[src/hdl/oas_pkg.sv]
// ----------------------------------------------------------------------------
// oas_pkg: shared types and codes of the obstacle avoid sequencer
// Holds the phase, motor and light codes, register indexes, reset values
// and the structs that pass between the sequencer modules.
// ----------------------------------------------------------------------------
`timescale 1ns / 1ps
`default_nettype none

package oas_pkg;

    // Drive phases.
    localparam logic [1:0] PH_FWD  = 2'd0;
    localparam logic [1:0] PH_BACK = 2'd1;
    localparam logic [1:0] PH_TURN = 2'd2;

    // Motor commands.
    localparam logic [2:0] M_HOLD = 3'd0;
    localparam logic [2:0] M_STOP = 3'd1;
    localparam logic [2:0] M_FWD  = 3'd2;
    localparam logic [2:0] M_BACK = 3'd3;
    localparam logic [2:0] M_ROTL = 3'd4;
    localparam logic [2:0] M_ROTR = 3'd5;

    // Light commands.
    localparam logic [2:0] L_HOLD  = 3'd0;
    localparam logic [2:0] L_BRAKE = 3'd1;
    localparam logic [2:0] L_TAIL  = 3'd2;
    localparam logic [2:0] L_REV   = 3'd3;
    localparam logic [2:0] L_LEFT  = 3'd4;
    localparam logic [2:0] L_RIGHT = 3'd5;

    // Register indexes on the configuration port.
    localparam logic [2:0] REG_STOP_DIST  = 3'd0;
    localparam logic [2:0] REG_SLOW_DIST  = 3'd1;
    localparam logic [2:0] REG_REAR_CLEAR = 3'd2;
    localparam logic [2:0] REG_SIDE_CLEAR = 3'd3;
    localparam logic [2:0] REG_SIDE_MARGIN = 3'd4;
    localparam logic [2:0] REG_STABLE_HITS = 3'd5;
    localparam logic [2:0] REG_BACKUP_MS  = 3'd6;
    localparam logic [2:0] REG_BLINK_MS   = 3'd7;

    // Register reset values.
    localparam logic [15:0] RST_STOP_DIST   = 16'd200;
    localparam logic [15:0] RST_SLOW_DIST   = 16'd400;
    localparam logic [15:0] RST_REAR_CLEAR  = 16'd300;
    localparam logic [15:0] RST_SIDE_CLEAR  = 16'd300;
    localparam logic [15:0] RST_SIDE_MARGIN = 16'd50;
    localparam logic [7:0]  RST_STABLE_HITS = 8'd3;
    localparam logic [15:0] RST_BACKUP_MS   = 16'd500;
    localparam logic [15:0] RST_BLINK_MS    = 16'd300;

    // Saturation limit of the hit counter.
    localparam logic [7:0] HIT_MAX = 8'd255;

    // Configuration register file contents.
    typedef struct packed {
        logic [15:0] stop_distance;
        logic [15:0] slow_distance;
        logic [15:0] rear_clear_distance;
        logic [15:0] side_clear_distance;
        logic [15:0] side_margin;
        logic [7:0]  stable_hits;
        logic [15:0] backup_time_ms;
        logic [15:0] blink_period_ms;
    } t_cfg;

    // One input item.
    typedef struct packed {
        logic [31:0] now_ms;
        logic [15:0] front_range;
        logic [15:0] rear_range;
        logic [15:0] left_range;
        logic [15:0] right_range;
        logic        restart;
    } t_in_item;

    // One result item.
    typedef struct packed {
        logic [2:0] motor_cmd;
        logic [7:0] motor_pwm;
        logic [2:0] light_cmd;
        logic       signal_on;
        logic [1:0] phase;
    } t_result;

endpackage

`default_nettype wire

[src/hdl/obstacle_avoid_sequencer_unit.sv]
// ----------------------------------------------------------------------------
// obstacle_avoid_sequencer_unit: obstacle avoiding drive sequencer
// Takes one range and time item per control tick and returns the motor and
// light commands of that tick.
// ----------------------------------------------------------------------------
//  Channel   Direction  Handshake           Contents
//  s         in         tvalid/tready       time, four ranges, restart flag
//  m         out        tvalid/tready       motor, pwm, light, signal, phase
//  apb       in/out     psel/penable/pready eight configuration registers
//
//  One item is accepted per cycle while the result channel is not stalled;
//  an item passes through the input register and then the result register,
//  with the combinational decision logic between them.
//  Synchronous active-low reset clears the sequencer state and loads the
//  register defaults.
//  A stalled result holds in its register; the input register still fills,
//  so the input stalls only when both registers are full.
// ----------------------------------------------------------------------------
`timescale 1ns / 1ps
`default_nettype none

module obstacle_avoid_sequencer_unit #(
    parameter int TURN_LEFT_MS  = 600,
    parameter int TURN_RIGHT_MS = 600,
    parameter int PWM_FAST      = 200,
    parameter int PWM_SLOW      = 120,
    parameter int PWM_REVERSE   = 150,
    parameter int PWM_ROTATE    = 180
) (
    input  wire logic        i_clk,
    input  wire logic        i_rst_n,
    // Input item channel.
    input  wire logic        i_s_tvalid,
    output logic             o_s_tready,
    // now_ms[31:0], front_range[47:32], rear_range[63:48],
    // left_range[79:64], right_range[95:80]
    input  wire logic [95:0] i_s_tdata,
    // restart[0]
    input  wire logic [0:0]  i_s_tuser,
    // Result item channel.
    output logic             o_m_tvalid,
    input  wire logic        i_m_tready,
    // motor_cmd[2:0], motor_pwm[10:3], light_cmd[13:11], signal_on[14],
    // phase[16:15], zero[23:17]
    output logic [23:0]      o_m_tdata,
    // Configuration port.
    input  wire logic        psel,
    input  wire logic        penable,
    input  wire logic        pwrite,
    input  wire logic [4:0]  paddr,
    input  wire logic [31:0] pwdata,
    output logic [31:0]      prdata,
    output logic             pready
);

    oas_pkg::t_cfg     cfg;
    oas_pkg::t_in_item r_in;
    oas_pkg::t_result  core_result;
    oas_pkg::t_result  r_out;
    logic              r_in_valid;
    logic              r_out_valid;
    logic              out_free;
    logic              advance;

    assign out_free   = !r_out_valid || i_m_tready;
    assign advance    = r_in_valid && out_free;
    assign o_s_tready = !r_in_valid || out_free;

    oas_cfg_regs u_cfg (
        .i_clk   (i_clk),
        .i_rst_n (i_rst_n),
        .psel    (psel),
        .penable (penable),
        .pwrite  (pwrite),
        .paddr   (paddr),
        .pwdata  (pwdata),
        .prdata  (prdata),
        .pready  (pready),
        .o_cfg   (cfg)
    );

    oas_core #(
        .TURN_LEFT_MS  (TURN_LEFT_MS),
        .TURN_RIGHT_MS (TURN_RIGHT_MS),
        .PWM_FAST      (PWM_FAST),
        .PWM_SLOW      (PWM_SLOW),
        .PWM_REVERSE   (PWM_REVERSE),
        .PWM_ROTATE    (PWM_ROTATE)
    ) u_core (
        .i_clk    (i_clk),
        .i_rst_n  (i_rst_n),
        .i_en     (advance),
        .i_cfg    (cfg),
        .i_item   (r_in),
        .o_result (core_result)
    );

    // Input register valid flag.
    always_ff @(posedge i_clk) begin
        if (!i_rst_n) begin
            r_in_valid <= 1'b0;
        end else if (o_s_tready) begin
            r_in_valid <= i_s_tvalid;
        end
    end

    // Input register payload.
    always_ff @(posedge i_clk) begin
        if (o_s_tready && i_s_tvalid) begin
            r_in.now_ms      <= i_s_tdata[31:0];
            r_in.front_range <= i_s_tdata[47:32];
            r_in.rear_range  <= i_s_tdata[63:48];
            r_in.left_range  <= i_s_tdata[79:64];
            r_in.right_range <= i_s_tdata[95:80];
            r_in.restart     <= i_s_tuser[0];
        end
    end

    // Result register valid flag.
    always_ff @(posedge i_clk) begin
        if (!i_rst_n) begin
            r_out_valid <= 1'b0;
        end else if (out_free) begin
            r_out_valid <= r_in_valid;
        end
    end

    // Result register payload.
    always_ff @(posedge i_clk) begin
        if (advance) begin
            r_out <= core_result;
        end
    end

    assign o_m_tvalid = r_out_valid;
    assign o_m_tdata  = {7'd0, r_out.phase, r_out.signal_on, r_out.light_cmd,
                         r_out.motor_pwm, r_out.motor_cmd};

endmodule

`default_nettype wire

[src/hdl/oas_cfg_regs.sv]
// ----------------------------------------------------------------------------
// oas_cfg_regs: configuration register file
// APB-style slave holding the eight thresholds and timing values.
// ----------------------------------------------------------------------------
`timescale 1ns / 1ps
`default_nettype none

module oas_cfg_regs (
    input  wire logic          i_clk,
    input  wire logic          i_rst_n,
    input  wire logic          psel,
    input  wire logic          penable,
    input  wire logic          pwrite,
    input  wire logic [4:0]    paddr,
    input  wire logic [31:0]   pwdata,
    output logic      [31:0]   prdata,
    output logic               pready,
    output oas_pkg::t_cfg      o_cfg
);

    oas_pkg::t_cfg r_cfg;
    logic [2:0]    reg_idx;
    logic          wr_en;

    assign reg_idx = paddr[4:2];
    assign wr_en   = psel && penable && pwrite;
    assign pready  = 1'b1;
    assign o_cfg   = r_cfg;

    // Register writes in the access cycle.
    always_ff @(posedge i_clk) begin
        if (!i_rst_n) begin
            r_cfg.stop_distance       <= oas_pkg::RST_STOP_DIST;
            r_cfg.slow_distance       <= oas_pkg::RST_SLOW_DIST;
            r_cfg.rear_clear_distance <= oas_pkg::RST_REAR_CLEAR;
            r_cfg.side_clear_distance <= oas_pkg::RST_SIDE_CLEAR;
            r_cfg.side_margin         <= oas_pkg::RST_SIDE_MARGIN;
            r_cfg.stable_hits         <= oas_pkg::RST_STABLE_HITS;
            r_cfg.backup_time_ms      <= oas_pkg::RST_BACKUP_MS;
            r_cfg.blink_period_ms     <= oas_pkg::RST_BLINK_MS;
        end else if (wr_en) begin
            case (reg_idx)
                oas_pkg::REG_STOP_DIST:   r_cfg.stop_distance       <= pwdata[15:0];
                oas_pkg::REG_SLOW_DIST:   r_cfg.slow_distance       <= pwdata[15:0];
                oas_pkg::REG_REAR_CLEAR:  r_cfg.rear_clear_distance <= pwdata[15:0];
                oas_pkg::REG_SIDE_CLEAR:  r_cfg.side_clear_distance <= pwdata[15:0];
                oas_pkg::REG_SIDE_MARGIN: r_cfg.side_margin         <= pwdata[15:0];
                oas_pkg::REG_STABLE_HITS: r_cfg.stable_hits         <= pwdata[7:0];
                oas_pkg::REG_BACKUP_MS:   r_cfg.backup_time_ms      <= pwdata[15:0];
                oas_pkg::REG_BLINK_MS:    r_cfg.blink_period_ms     <= pwdata[15:0];
                default: ;
            endcase
        end
    end

    // Read data, zero extended.
    always_comb begin
        case (reg_idx)
            oas_pkg::REG_STOP_DIST:   prdata = {16'd0, r_cfg.stop_distance};
            oas_pkg::REG_SLOW_DIST:   prdata = {16'd0, r_cfg.slow_distance};
            oas_pkg::REG_REAR_CLEAR:  prdata = {16'd0, r_cfg.rear_clear_distance};
            oas_pkg::REG_SIDE_CLEAR:  prdata = {16'd0, r_cfg.side_clear_distance};
            oas_pkg::REG_SIDE_MARGIN: prdata = {16'd0, r_cfg.side_margin};
            oas_pkg::REG_STABLE_HITS: prdata = {24'd0, r_cfg.stable_hits};
            oas_pkg::REG_BACKUP_MS:   prdata = {16'd0, r_cfg.backup_time_ms};
            oas_pkg::REG_BLINK_MS:    prdata = {16'd0, r_cfg.blink_period_ms};
            default:                  prdata = 32'd0;
        endcase
    end

endmodule

`default_nettype wire

[src/hdl/oas_core.sv]
// ----------------------------------------------------------------------------
// oas_core: sequencer state and per-item decision logic
// Holds the phase, hit count, turn side, start times and blink flag, and
// computes one result item from the registered input item.
// ----------------------------------------------------------------------------
`timescale 1ns / 1ps
`default_nettype none

module oas_core #(
    parameter int TURN_LEFT_MS  = 600,
    parameter int TURN_RIGHT_MS = 600,
    parameter int PWM_FAST      = 200,
    parameter int PWM_SLOW      = 120,
    parameter int PWM_REVERSE   = 150,
    parameter int PWM_ROTATE    = 180
) (
    input  wire logic             i_clk,
    input  wire logic             i_rst_n,
    input  wire logic             i_en,
    input  wire oas_pkg::t_cfg    i_cfg,
    input  wire oas_pkg::t_in_item i_item,
    output oas_pkg::t_result      o_result
);

    localparam logic [15:0] TurnLeftMs  = 16'(TURN_LEFT_MS);
    localparam logic [15:0] TurnRightMs = 16'(TURN_RIGHT_MS);
    localparam logic [7:0]  PwmFast     = 8'(PWM_FAST);
    localparam logic [7:0]  PwmSlow     = 8'(PWM_SLOW);
    localparam logic [7:0]  PwmReverse  = 8'(PWM_REVERSE);
    localparam logic [7:0]  PwmRotate   = 8'(PWM_ROTATE);

    logic [1:0]  r_phase,        n_phase;
    logic [7:0]  r_hit_count,    n_hit_count;
    logic        r_turn_left,    n_turn_left;
    logic [31:0] r_backup_start, n_backup_start;
    logic [31:0] r_turn_start,   n_turn_start;
    logic [31:0] r_last_toggle,  n_last_toggle;
    logic        r_blink,        n_blink;

    // State as seen after a restart request.
    logic [1:0] cur_phase;
    logic [7:0] cur_hits;
    logic       cur_blink;
    logic [7:0] hits_inc;

    // Comparisons on the readings and times.
    logic        front_stop, front_slow;
    logic        left_clear, right_clear, left_wins, avoid_left;
    logic        rear_clear, rear_stop;
    logic [31:0] backup_elapsed, toggle_elapsed, turn_elapsed;
    logic        backup_done, toggle_due, turn_done;
    logic [15:0] turn_ms;

    assign cur_phase = i_item.restart ? oas_pkg::PH_FWD : r_phase;
    assign cur_hits  = i_item.restart ? 8'd0 : r_hit_count;
    assign cur_blink = i_item.restart ? 1'b0 : r_blink;
    assign hits_inc  = (cur_hits != oas_pkg::HIT_MAX) ? cur_hits + 8'd1 : cur_hits;

    assign front_stop  = (i_item.front_range != 16'd0) &&
                         (i_item.front_range <= i_cfg.stop_distance);
    assign front_slow  = (i_item.front_range != 16'd0) &&
                         (i_item.front_range <= i_cfg.slow_distance);
    assign left_clear  = (i_item.left_range != 16'd0) &&
                         (i_item.left_range >= i_cfg.side_clear_distance);
    assign right_clear = (i_item.right_range != 16'd0) &&
                         (i_item.right_range >= i_cfg.side_clear_distance);
    assign left_wins   = {1'b0, i_item.left_range} >
                         ({1'b0, i_item.right_range} + {1'b0, i_cfg.side_margin});
    assign avoid_left  = (left_clear && right_clear) ? left_wins : left_clear;
    assign rear_clear  = (i_item.rear_range != 16'd0) &&
                         (i_item.rear_range >= i_cfg.rear_clear_distance);
    assign rear_stop   = (i_item.rear_range != 16'd0) &&
                         (i_item.rear_range <= i_cfg.stop_distance);

    // Elapsed times wrap modulo 2^32.
    assign backup_elapsed = i_item.now_ms - r_backup_start;
    assign toggle_elapsed = i_item.now_ms - r_last_toggle;
    assign turn_elapsed   = i_item.now_ms - r_turn_start;
    assign backup_done    = backup_elapsed >= {16'd0, i_cfg.backup_time_ms};
    assign toggle_due     = toggle_elapsed >= {16'd0, i_cfg.blink_period_ms};
    assign turn_ms        = r_turn_left ? TurnLeftMs : TurnRightMs;
    assign turn_done      = turn_elapsed >= {16'd0, turn_ms};

    // Phase decisions for one item.
    always_comb begin
        n_phase        = cur_phase;
        n_hit_count    = cur_hits;
        n_turn_left    = r_turn_left;
        n_backup_start = r_backup_start;
        n_turn_start   = r_turn_start;
        n_last_toggle  = r_last_toggle;
        n_blink        = cur_blink;
        o_result.motor_cmd = oas_pkg::M_HOLD;
        o_result.motor_pwm = 8'd0;
        o_result.light_cmd = i_item.restart ? oas_pkg::L_TAIL : oas_pkg::L_HOLD;
        case (cur_phase)
            oas_pkg::PH_FWD: begin
                if (front_stop) begin
                    o_result.motor_cmd = oas_pkg::M_STOP;
                    o_result.light_cmd = oas_pkg::L_BRAKE;
                    n_hit_count = hits_inc;
                    if (hits_inc >= i_cfg.stable_hits) begin
                        n_turn_left = avoid_left;
                        if (rear_clear) begin
                            // Rear is open: back away first.
                            n_phase        = oas_pkg::PH_BACK;
                            n_backup_start = i_item.now_ms;
                            o_result.motor_cmd = oas_pkg::M_BACK;
                            o_result.motor_pwm = PwmReverse;
                            o_result.light_cmd = oas_pkg::L_REV;
                        end else begin
                            // No room behind: turn in place now.
                            n_phase       = oas_pkg::PH_TURN;
                            n_turn_start  = i_item.now_ms;
                            n_last_toggle = i_item.now_ms;
                            n_blink       = 1'b1;
                            o_result.motor_cmd = avoid_left ? oas_pkg::M_ROTL
                                                            : oas_pkg::M_ROTR;
                            o_result.motor_pwm = PwmRotate;
                            o_result.light_cmd = avoid_left ? oas_pkg::L_LEFT
                                                            : oas_pkg::L_RIGHT;
                        end
                    end
                end else begin
                    n_hit_count = 8'd0;
                    o_result.motor_cmd = oas_pkg::M_FWD;
                    o_result.motor_pwm = front_slow ? PwmSlow : PwmFast;
                    o_result.light_cmd = oas_pkg::L_TAIL;
                end
            end
            oas_pkg::PH_BACK: begin
                if (rear_stop || backup_done) begin
                    n_phase       = oas_pkg::PH_TURN;
                    n_turn_start  = i_item.now_ms;
                    n_last_toggle = i_item.now_ms;
                    n_blink       = 1'b1;
                    o_result.motor_cmd = r_turn_left ? oas_pkg::M_ROTL : oas_pkg::M_ROTR;
                    o_result.motor_pwm = PwmRotate;
                    o_result.light_cmd = r_turn_left ? oas_pkg::L_LEFT : oas_pkg::L_RIGHT;
                end
            end
            default: begin
                // Turning: blink the signal, then end the turn on timeout.
                if (toggle_due) begin
                    n_last_toggle = i_item.now_ms;
                    n_blink       = ~r_blink;
                    o_result.light_cmd = r_turn_left ? oas_pkg::L_LEFT : oas_pkg::L_RIGHT;
                end
                if (turn_done) begin
                    o_result.motor_cmd = oas_pkg::M_STOP;
                    o_result.motor_pwm = 8'd0;
                    o_result.light_cmd = oas_pkg::L_TAIL;
                    n_phase     = oas_pkg::PH_FWD;
                    n_hit_count = 8'd0;
                end
            end
        endcase
        o_result.signal_on = n_blink;
        o_result.phase     = n_phase;
    end

    // State update when the item moves into the result register.
    always_ff @(posedge i_clk) begin
        if (!i_rst_n) begin
            r_phase        <= oas_pkg::PH_FWD;
            r_hit_count    <= 8'd0;
            r_turn_left    <= 1'b0;
            r_backup_start <= 32'd0;
            r_turn_start   <= 32'd0;
            r_last_toggle  <= 32'd0;
            r_blink        <= 1'b0;
        end else if (i_en) begin
            r_phase        <= n_phase;
            r_hit_count    <= n_hit_count;
            r_turn_left    <= n_turn_left;
            r_backup_start <= n_backup_start;
            r_turn_start   <= n_turn_start;
            r_last_toggle  <= n_last_toggle;
            r_blink        <= n_blink;
        end
    end

endmodule

`default_nettype wire

[config.mk]
export PLATFORM = sky130hd
export DESIGN_NAME = obstacle_avoid_sequencer_unit
export DESIGN_NICKNAME = d
export VERILOG_FILES = /design/src/hdl/oas_pkg.sv /design/src/hdl/obstacle_avoid_sequencer_unit.sv /design/src/hdl/oas_cfg_regs.sv /design/src/hdl/oas_core.sv
export SDC_FILE = /design/constraint.sdc
export NUM_CORES = 1
export LEC_CHECK = 0
export ABC_AREA = 1
export BUFFER_PORTS_ARGS = -buffer_cell sky130_fd_sc_hd__buf_2
export CORE_MARGIN = 2
export CORE_UTILIZATION = 42
export CTS_CLUSTER_DIAMETER = 40
export CTS_CLUSTER_SIZE = 10
export DETAILED_ROUTE_END_ITERATION = 12
export PLACE_DENSITY = 0.59
export SETUP_SLACK_MARGIN = 0.3
export SYNTH_ARGS = -nofsm -noshare
export SYNTH_HDL_FRONTEND = slang
export SYNTH_SLANG_ARGS = --single-unit
[constraint.sdc]
create_clock -name i_clk -period 5.1 [get_ports i_clk]
set_input_delay 0 -clock i_clk [delete_from_list [all_inputs] [get_ports i_clk]]
set_output_delay 0 -clock i_clk [all_outputs]
set_load 0.01 [all_outputs]
==> metrics.yaml, run 1 <==
setup_path:
  critPathLaunchType: "register"
  crit_path_end_kind: "register"
  worstPathMaxFanout: 15
  worst-r2r-setup-slack_ns: 0.57
  critPathRequiredTime_ns: 5.60
  crit_type: "reg2reg"
  crit_arrival_ns: 5.03
floorplanning:
  row_count: 89
  io_pins: 200
  start_util: 0.423
  chipWidth_um: 247
  core_mm2: 0.0588
  dieHeight_um: 247
  die_area_mm2: 0.0612
sta:
  period_share: 0.888
  fmax_ghz: 0.221
  skew_ns: 0.0266
  rsz0062_at_grt: "true"
  hold_viol_final: 0
  finalSetupViolCount: 0
  layout_min_cycle_time_ns: 4.53
  fin_setup_tns_ns: 0
  final_max_slew_viol_count: 0
  worst_pin_slew_ns: 0.967
  max-slew-margin-rel: 0.355
drt:
  routedWlPerCell_um: 17.2
  drt_wl_total_mm: 80.2
  via_per_inst: 5.09
  ant_nets: 0
  drtIter0Drc: 1850
  drc: 0
  drt_pass1_iterations: 6
  vias: 23784
placement:
  dp_cells: 4420
  place_congestion: 0.967
  hpwl_mm: 60.3
  port_buffers: 156
synth:
  ys_types: 56
  synthCells: 3556
  synth_edf_count: 112
  yosys.area.top_type_share: 0.185
  ys_ff_latch: 342
  synth_area_mm2: 0.0249
  avgSynthCellArea_um2: 6.99
  synthArstFlopShare: 0
  yosys.area.top_type: "dfxtp_1"
  ys_warn_count: 0
  ys.flop_type: "dfxtp_1"
  ys_seq_area_frac: 0.320
  synthTopCellsByArea: "dfxtp_1 19%, edfxtp_1 14%, ha_1 13%"
hold_path:
  holdCritPathClass: "in2reg"
global_routing:
  grt_pass1_wl_mm: 121
  grt_pass1_vias: 21764
  grt_util_all_layers: 0.257
  antenna_found_initial: 0
  grt_max_degree: 101
  overflow: 0
layout:
  n_fill_cell: 5911
  regArea_mm2: 0.00797
  drive_above_1_share: 0.106
  finalNetCount: 4249
  n_antenna_cell: 0
  final-instance-count-excl-fill: 4671
  syn_to_final_growth_pct: 19.9
  multi_input_area_mm2: 0.0143
clock_tree:
  cts_buffers: 70
  cts-root-buf: "clkbuf_16"
  clock_sinks: 342
  clock_latency_ns: 0.62
  clk_pin_slew_worst_paths_ns: 0.05
  htreeDepth: 3
  cts_tree: "done"
  cts_buffer_depth: 3
power:
  vdd_drop_max_mv: 0.295
  p_leak_uw: 0.0140
  powerDensity_mw_per_mm2: 309
job:
  cap_violations: 0
status:
  status: "finished clean"
## layout by cell type, fill, tap and decap left out, drive strengths merged, types with 14 or more instances in the layout
master	synthesis	layout
a21oi	345	345
buf	47	172
clkbuf	54	83
clkinv	2	23
conb	2	25
dfxtp	230	230
dlygate4sd3	0	117
edfxtp	112	112
ha	262	262
inv	580	597
nand2	906	907
nand3	188	190
nand3b	14	14
nand4	36	36
nor2	327	327
nor3	33	33
nor4	20	20
o211ai	27	27
o21ai	204	204
o22ai	32	32
xnor2	16	16
xor2	43	43
## flip-flops by register name (all words and copies together) (netlist names), 2 cells and up
name	cells
u_cfg.o_cfg	120
u_core.r_backup_start	32
o_m_tdata	15
u_core.r_phase	2
r_in	97
u_core.r_turn_start	32
u_core.r_hit_count	8
u_core.r_last_toggle	32
## power by group
group	leakage [uW]	total (uW)	switching [uW]	internal, uW
clock	0.00115	4550	1670	2870
sequential	0.00295	3030	105	2930
combinational	0.00992	1620	1030	591
total	0.0140	9200	2810	6400
## critical path: stages (launching register included)
cell	delay, ns
edfxtp_1	0.41
inv_1	0.19
ha_1	0.17
inv_1	0.10
fa_1	0.46
nand3_1	0.10
nand3_1	0.13
nand3_1	0.10
nand3b_1	0.18
xor2_1	0.20
ha_1	0.19
a21oi_1	0.13
nor2_1	0.05
a211oi_1	0.24
nand3_1	0.12
nor2_1	0.11
nand2_1	0.05
nor2_1	0.16
nand2_1	0.22
inv_2	0.12
nand3_2	0.30
nand3_2	0.46
nand2_1	0.09
nand2_1	0.07
nor2_1	0.05
## what timing repair did
| action | in CTS | in global routing |
|---|---|---|
| endpoints found under the setup margin | 0 | 94 |
| buffers inserted | 0 | 3 |
| gates resized for setup | 0 | 5 |
| endpoints found under the hold margin | 241 | 0 |
| hold buffers | 117 | 0 |
## cell usage after synthesis (all sizes together), types with 4 or more instances
cell and n:
a221oi 8, xnor2 16, and2 11, a21oi 345
edfxtp 112, a211oi 9, o21ai 204, o2111ai 5
o22ai 32, clkbuf 54, a22oi 4, nor3 33
inv 580, o21a 6, nor2 327, xor2 43
dfxtp 230, nand2 906, nand3 188, nor4 20
o21bai 10, ha 262, fa 4, nand4 36
buf 47, o211ai 27, nand3b 14, a21o 5
## per-layer routing
metal  part of all wire  wire [um]  track usage
met5                  0          0            0
met4              0.024       1890       0.0710
met3              0.076       6070       0.0520
met2               0.43      34800        0.399
met1               0.47      37400        0.359
## area by class of cell
class / instances / area share
clock buffers: 83 / 0.0625
clock inverters: 45 / 0.0160
inverters: 582 / 0.0733
multi-input cells: 2557 / 0.479
flip-flops and latches: 342 / 0.267
well taps: 773 / 0.0324
repair buffers: 289 / 0.0697
## stage by stage
step	worst slack (ns)	instance area (um^2)	power, uW	util	hold slack [ns]
global placement	0.539	26200	4600	0.446	0.177
detailed placement	0.562	26200	4610	0.446	0.179
global route	0.237	29800	9620	0.507	0.0895
finish	0.569	29800	9200	0.507	0.0316
CTS	0.533	29700	9240	0.506	0.00248
floorplan	1.57	24900	4150	-	0.0989
## cells by family (layout without fill, tap and decap cells)
logic type	after synthesis	count (layout)	share of synthesized area
other cells	2	25	0.000302
buf+inv	683	999	0.111
flops	342	342	0.320
compound gates	663	663	0.149
xor+xnor	59	59	0.0208
simple gates	1541	1544	0.263
fa+ha+maj	266	266	0.135
## path summary, 6_finish.rpt
kind                               end  depth (start not counted)                 startpoint
max           u_core.r_last_toggle[17]                         24                   r_in[65]
min                    u_cfg.o_cfg[92]                          5                   paddr[4]
max reg2reg   u_core.r_last_toggle[17]                         24                   r_in[65]
min reg2reg  u_core.r_backup_start[26]                          2  u_core.r_backup_start[26]
(Power assumes the default switching activity.)
==> run 2, diff against run 1 <==
- SYNTH_HIERARCHICAL: not set -> 1
==> run 2 against run 1 <==
Net effect:
- global-route usage decreased by 0.27 points
- combinational power barely moved
- clock skew hardly changed
- cell count increased by 5.1%
- power grew 1.7%
- routed wire length rose by 0.69%
- synthesized cell count grew 7.1%
- sequential cell count up 2
- via count rose by 2.9%
- fmax grew 4.8%
==> metrics.yaml, run 2 <==
clock_tree:
  cts_tree: "done"
  cts_resized: 0
  cts-root-buf: "clkbuf_16"
  clk_pin_slew_worst_paths_ns: 0.05
  cts_buffers: 68
  cts_buffer_depth: 3
  clock_sinks: 344
  clock_latency_ns: 0.61
  htreeDepth: 3
global_routing:
  antenna_found_initial: 1
  grt_max_degree: 126
  grt_pass1_wl_mm: 126
  grt_pass1_vias: 22816
  overflow: 0
  grt_util_all_layers: 0.254
placement:
  place_congestion: 0.958
  dpl_cell_area_mm2: 0.0269
  dp_cells: 4662
  hpwl_mm: 61.6
  pre_cts_ws_ns: 0.906
  port_buffers: 157
setup_path:
  max_stage_delay_ns: 0.59
  reg2reg_depth: 20
  crit_type: "reg2reg"
  crit_arrival_ns: 4.85
  worst-path-buf-inv: 2
  worst-r2r-setup-slack_ns: 0.78
  critPathRequiredTime_ns: 5.63
  critPathSlowestCell: "and2_2"
  crit_chain: "nor2_1 > ha_1 > inv_1 > nor3_1 > nand3_1 > nor2_1 > nand2_1 > inv_1 > nor3_1 > a21oi_1 > ha_1 > nand2_1 > o21ai_0 > nand2_1 > nand3_1 > nand2_1 > a21oi_2 > and2_2 > nor2_2 > nor2_1"
  worstSetupStartpoint: "r_in[0]"
  crit_path_end_kind: "register"
  r2r_start: "r_in[0]"
  worstReg2RegEnd: "u_core/r_turn_start[1]"
  critPathLaunchType: "register"
  cp.depth: 20
  worstPathMaxFanout: 16
  critical-path-top-delay-family: "simple AND/OR/NAND/NOR gates"
  cp-endpoint: "u_core/r_turn_start[1]"
  crit_top_cell: "nand2_1"
synth:
  avgSynthCellArea_um2: 6.74
  synthCells: 3807
  synth_area_mm2: 0.0256
  synthArstFlopShare: 0
  ys.flop_type: "dfxtp_1"
  synth_commonest_cells: "979 x nand2_1, 626 x inv_1, 526 x nor2_1, 262 x ha_1, 230 x dfxtp_1"
  ys_types: 52
  synthTopCellsByArea: "dfxtp_1 18%, nand2_1 14%, edfxtp_1 13%"
  synth_most_common_cell: "nand2_1"
  yosys.area.top_type: "dfxtp_1"
  synth_edf_count: 114
  ys_ff_latch: 344
  ys_warn_count: 6
  ys_seq_area_frac: 0.313
  yosys.area.top_type_share: 0.180
sta:
  setup_slack_ns: 0.778
  worst_pin_slew_ns: 0.954
  fin_setup_tns_ns: 0
  rsz0062_at_grt: "true"
  finalSetupViolCount: 0
  layout_min_cycle_time_ns: 4.32
  max-slew-margin-rel: 0.364
  finalHoldWorstSlack_ns: 0.0649
  hold_viol_final: 0
  final_max_slew_viol_count: 0
  period_share: 0.847
  fmax_ghz: 0.231
  skew_ns: 0.0265
drt:
  ant_nets: 0
  drc: 0
  drtIter0Drc: 1849
  vias: 24474
  routedWlPerCell_um: 16.5
  drt_wl_total_mm: 80.7
  via_per_inst: 4.99
  drt_pass1_iterations: 9
power:
  powerDensity_mw_per_mm2: 306
  p_leak_uw: 0.0153
  vdd_drop_max_mv: 0.257
layout:
  largest_register_ffs: 120
  mostFrequentLayoutCells: "979 x nand2_1, 625 x inv_1, 526 x nor2_1"
  n_fill_cell: 6168
  fin_area_mm2: 0.0306
  mostFrequentLayoutCell: "nand2_1"
  finalNetCount: 4475
  regArea_mm2: 0.00803
  multi_input_area_mm2: 0.0146
  drive_above_1_share: 0.0900
  final-instance-count-excl-fill: 4907
  syn_to_final_growth_pct: 19.1
status:
  status: "finished clean"
floorplanning:
  die_area_mm2: 0.0631
  io_pins: 200
  chipWidth_um: 251
  start_util: 0.425
  row_count: 90
  dieHeight_um: 251
  core_mm2: 0.0604
hold_path:
  whs_path_depth: 5
  holdCritPathClass: "in2reg"
job:
  cap_violations: 0
## run 2: cell count changes in the layout (fill, tap and decap cells not counted), moves of 8 or more
cell,before,now
a21oi_1,311,199
a21oi_2,34,2
a221oi_1,8,0
inv_1,563,625
nand2_1,860,979
nand2_2,42,5
nand3_1,182,190
nand4_1,36,88
nor2_1,315,526
nor2_2,9,28
o211ai_1,27,14
o21ai_0,202,165
o21ai_1,2,15
o22ai_1,32,1
## run 2: logic make-up after synthesis
group / after synthesis / synth area share
AOI/OAI and AO/OA: 449 / 0.0955
xor gates and xnor gates: 69 / 0.0236
adders and majority gates: 266 / 0.131
buffers and inverters: 762 / 0.122
DFF: 344 / 0.313
other: 4 / 0.000585
and+or+nand+nor: 1913 / 0.314
## run 2: layout make-up
class | instances | share of cell area
Antenna cell | 1 | 0.0000819
Clock buffer | 86 | 0.0641
Clock inverter | 40 | 0.0158
Inverter | 640 | 0.0789
Multi-Input combinational cell | 2723 | 0.477
Sequential cell | 344 | 0.263
Tap cell | 782 | 0.0320
Timing Repair Buffer | 291 | 0.0688
## run 2: worst min-delay path by stage
stage / from / end
after global routing: i_s_tdata[55] / r_in[40]
final: pwrite / u_cfg/o_cfg[59]
after detailed placement: i_s_tdata[55] / r_in[40]
after global placement: i_s_tdata[38] / r_in[55]
after CTS: pwrite / u_cfg/o_cfg[59]
after floorplan: i_s_tuser / r_in[0]
## run 2: worst register-to-register path: cells and delay by family (launching register included)
kind | cells | cell delay [ns]
AO/OA/AOI/OAI | 3 | 0.91
adder cells (fa/ha/maj) | 2 | 0.36
buffers and inverters | 2 | 0.19
flip-flops | 1 | 0.56
AND/OR/NAND/NOR | 13 | 2.27
## run 2: stage by stage
step,total power (uW),util
2_1_floorplan,4170,-
3_3_place_gp,4610,0.446
3_5_place_dp,4620,0.446
4_1_cts,9410,0.506
5_1_grt,9800,0.506
6_report,9360,0.506
## run 2: repair_timing
item | CTS | global route
buffers inserted | 0 | 0
endpoints found under the setup margin | 0 | 5
hold buffers | 117 | 0
hold endpoints to repair | 220 | 0
## run 2: metal layers
metal	GRT usage	up-vias	wire length [um]
met4	0.0704	0	1640
li1	-	12647	-
met5	0	-	0
met2	0.403	659	35600
met3	0.0328	87	4360
met1	0.362	11081	39100
## run 2: report_power, final
part           internal, uW  switching, uW  leakage, uW
clock network          3070           1630      0.00118
logic                   588           1010       0.0112
registers              2950            115      0.00297
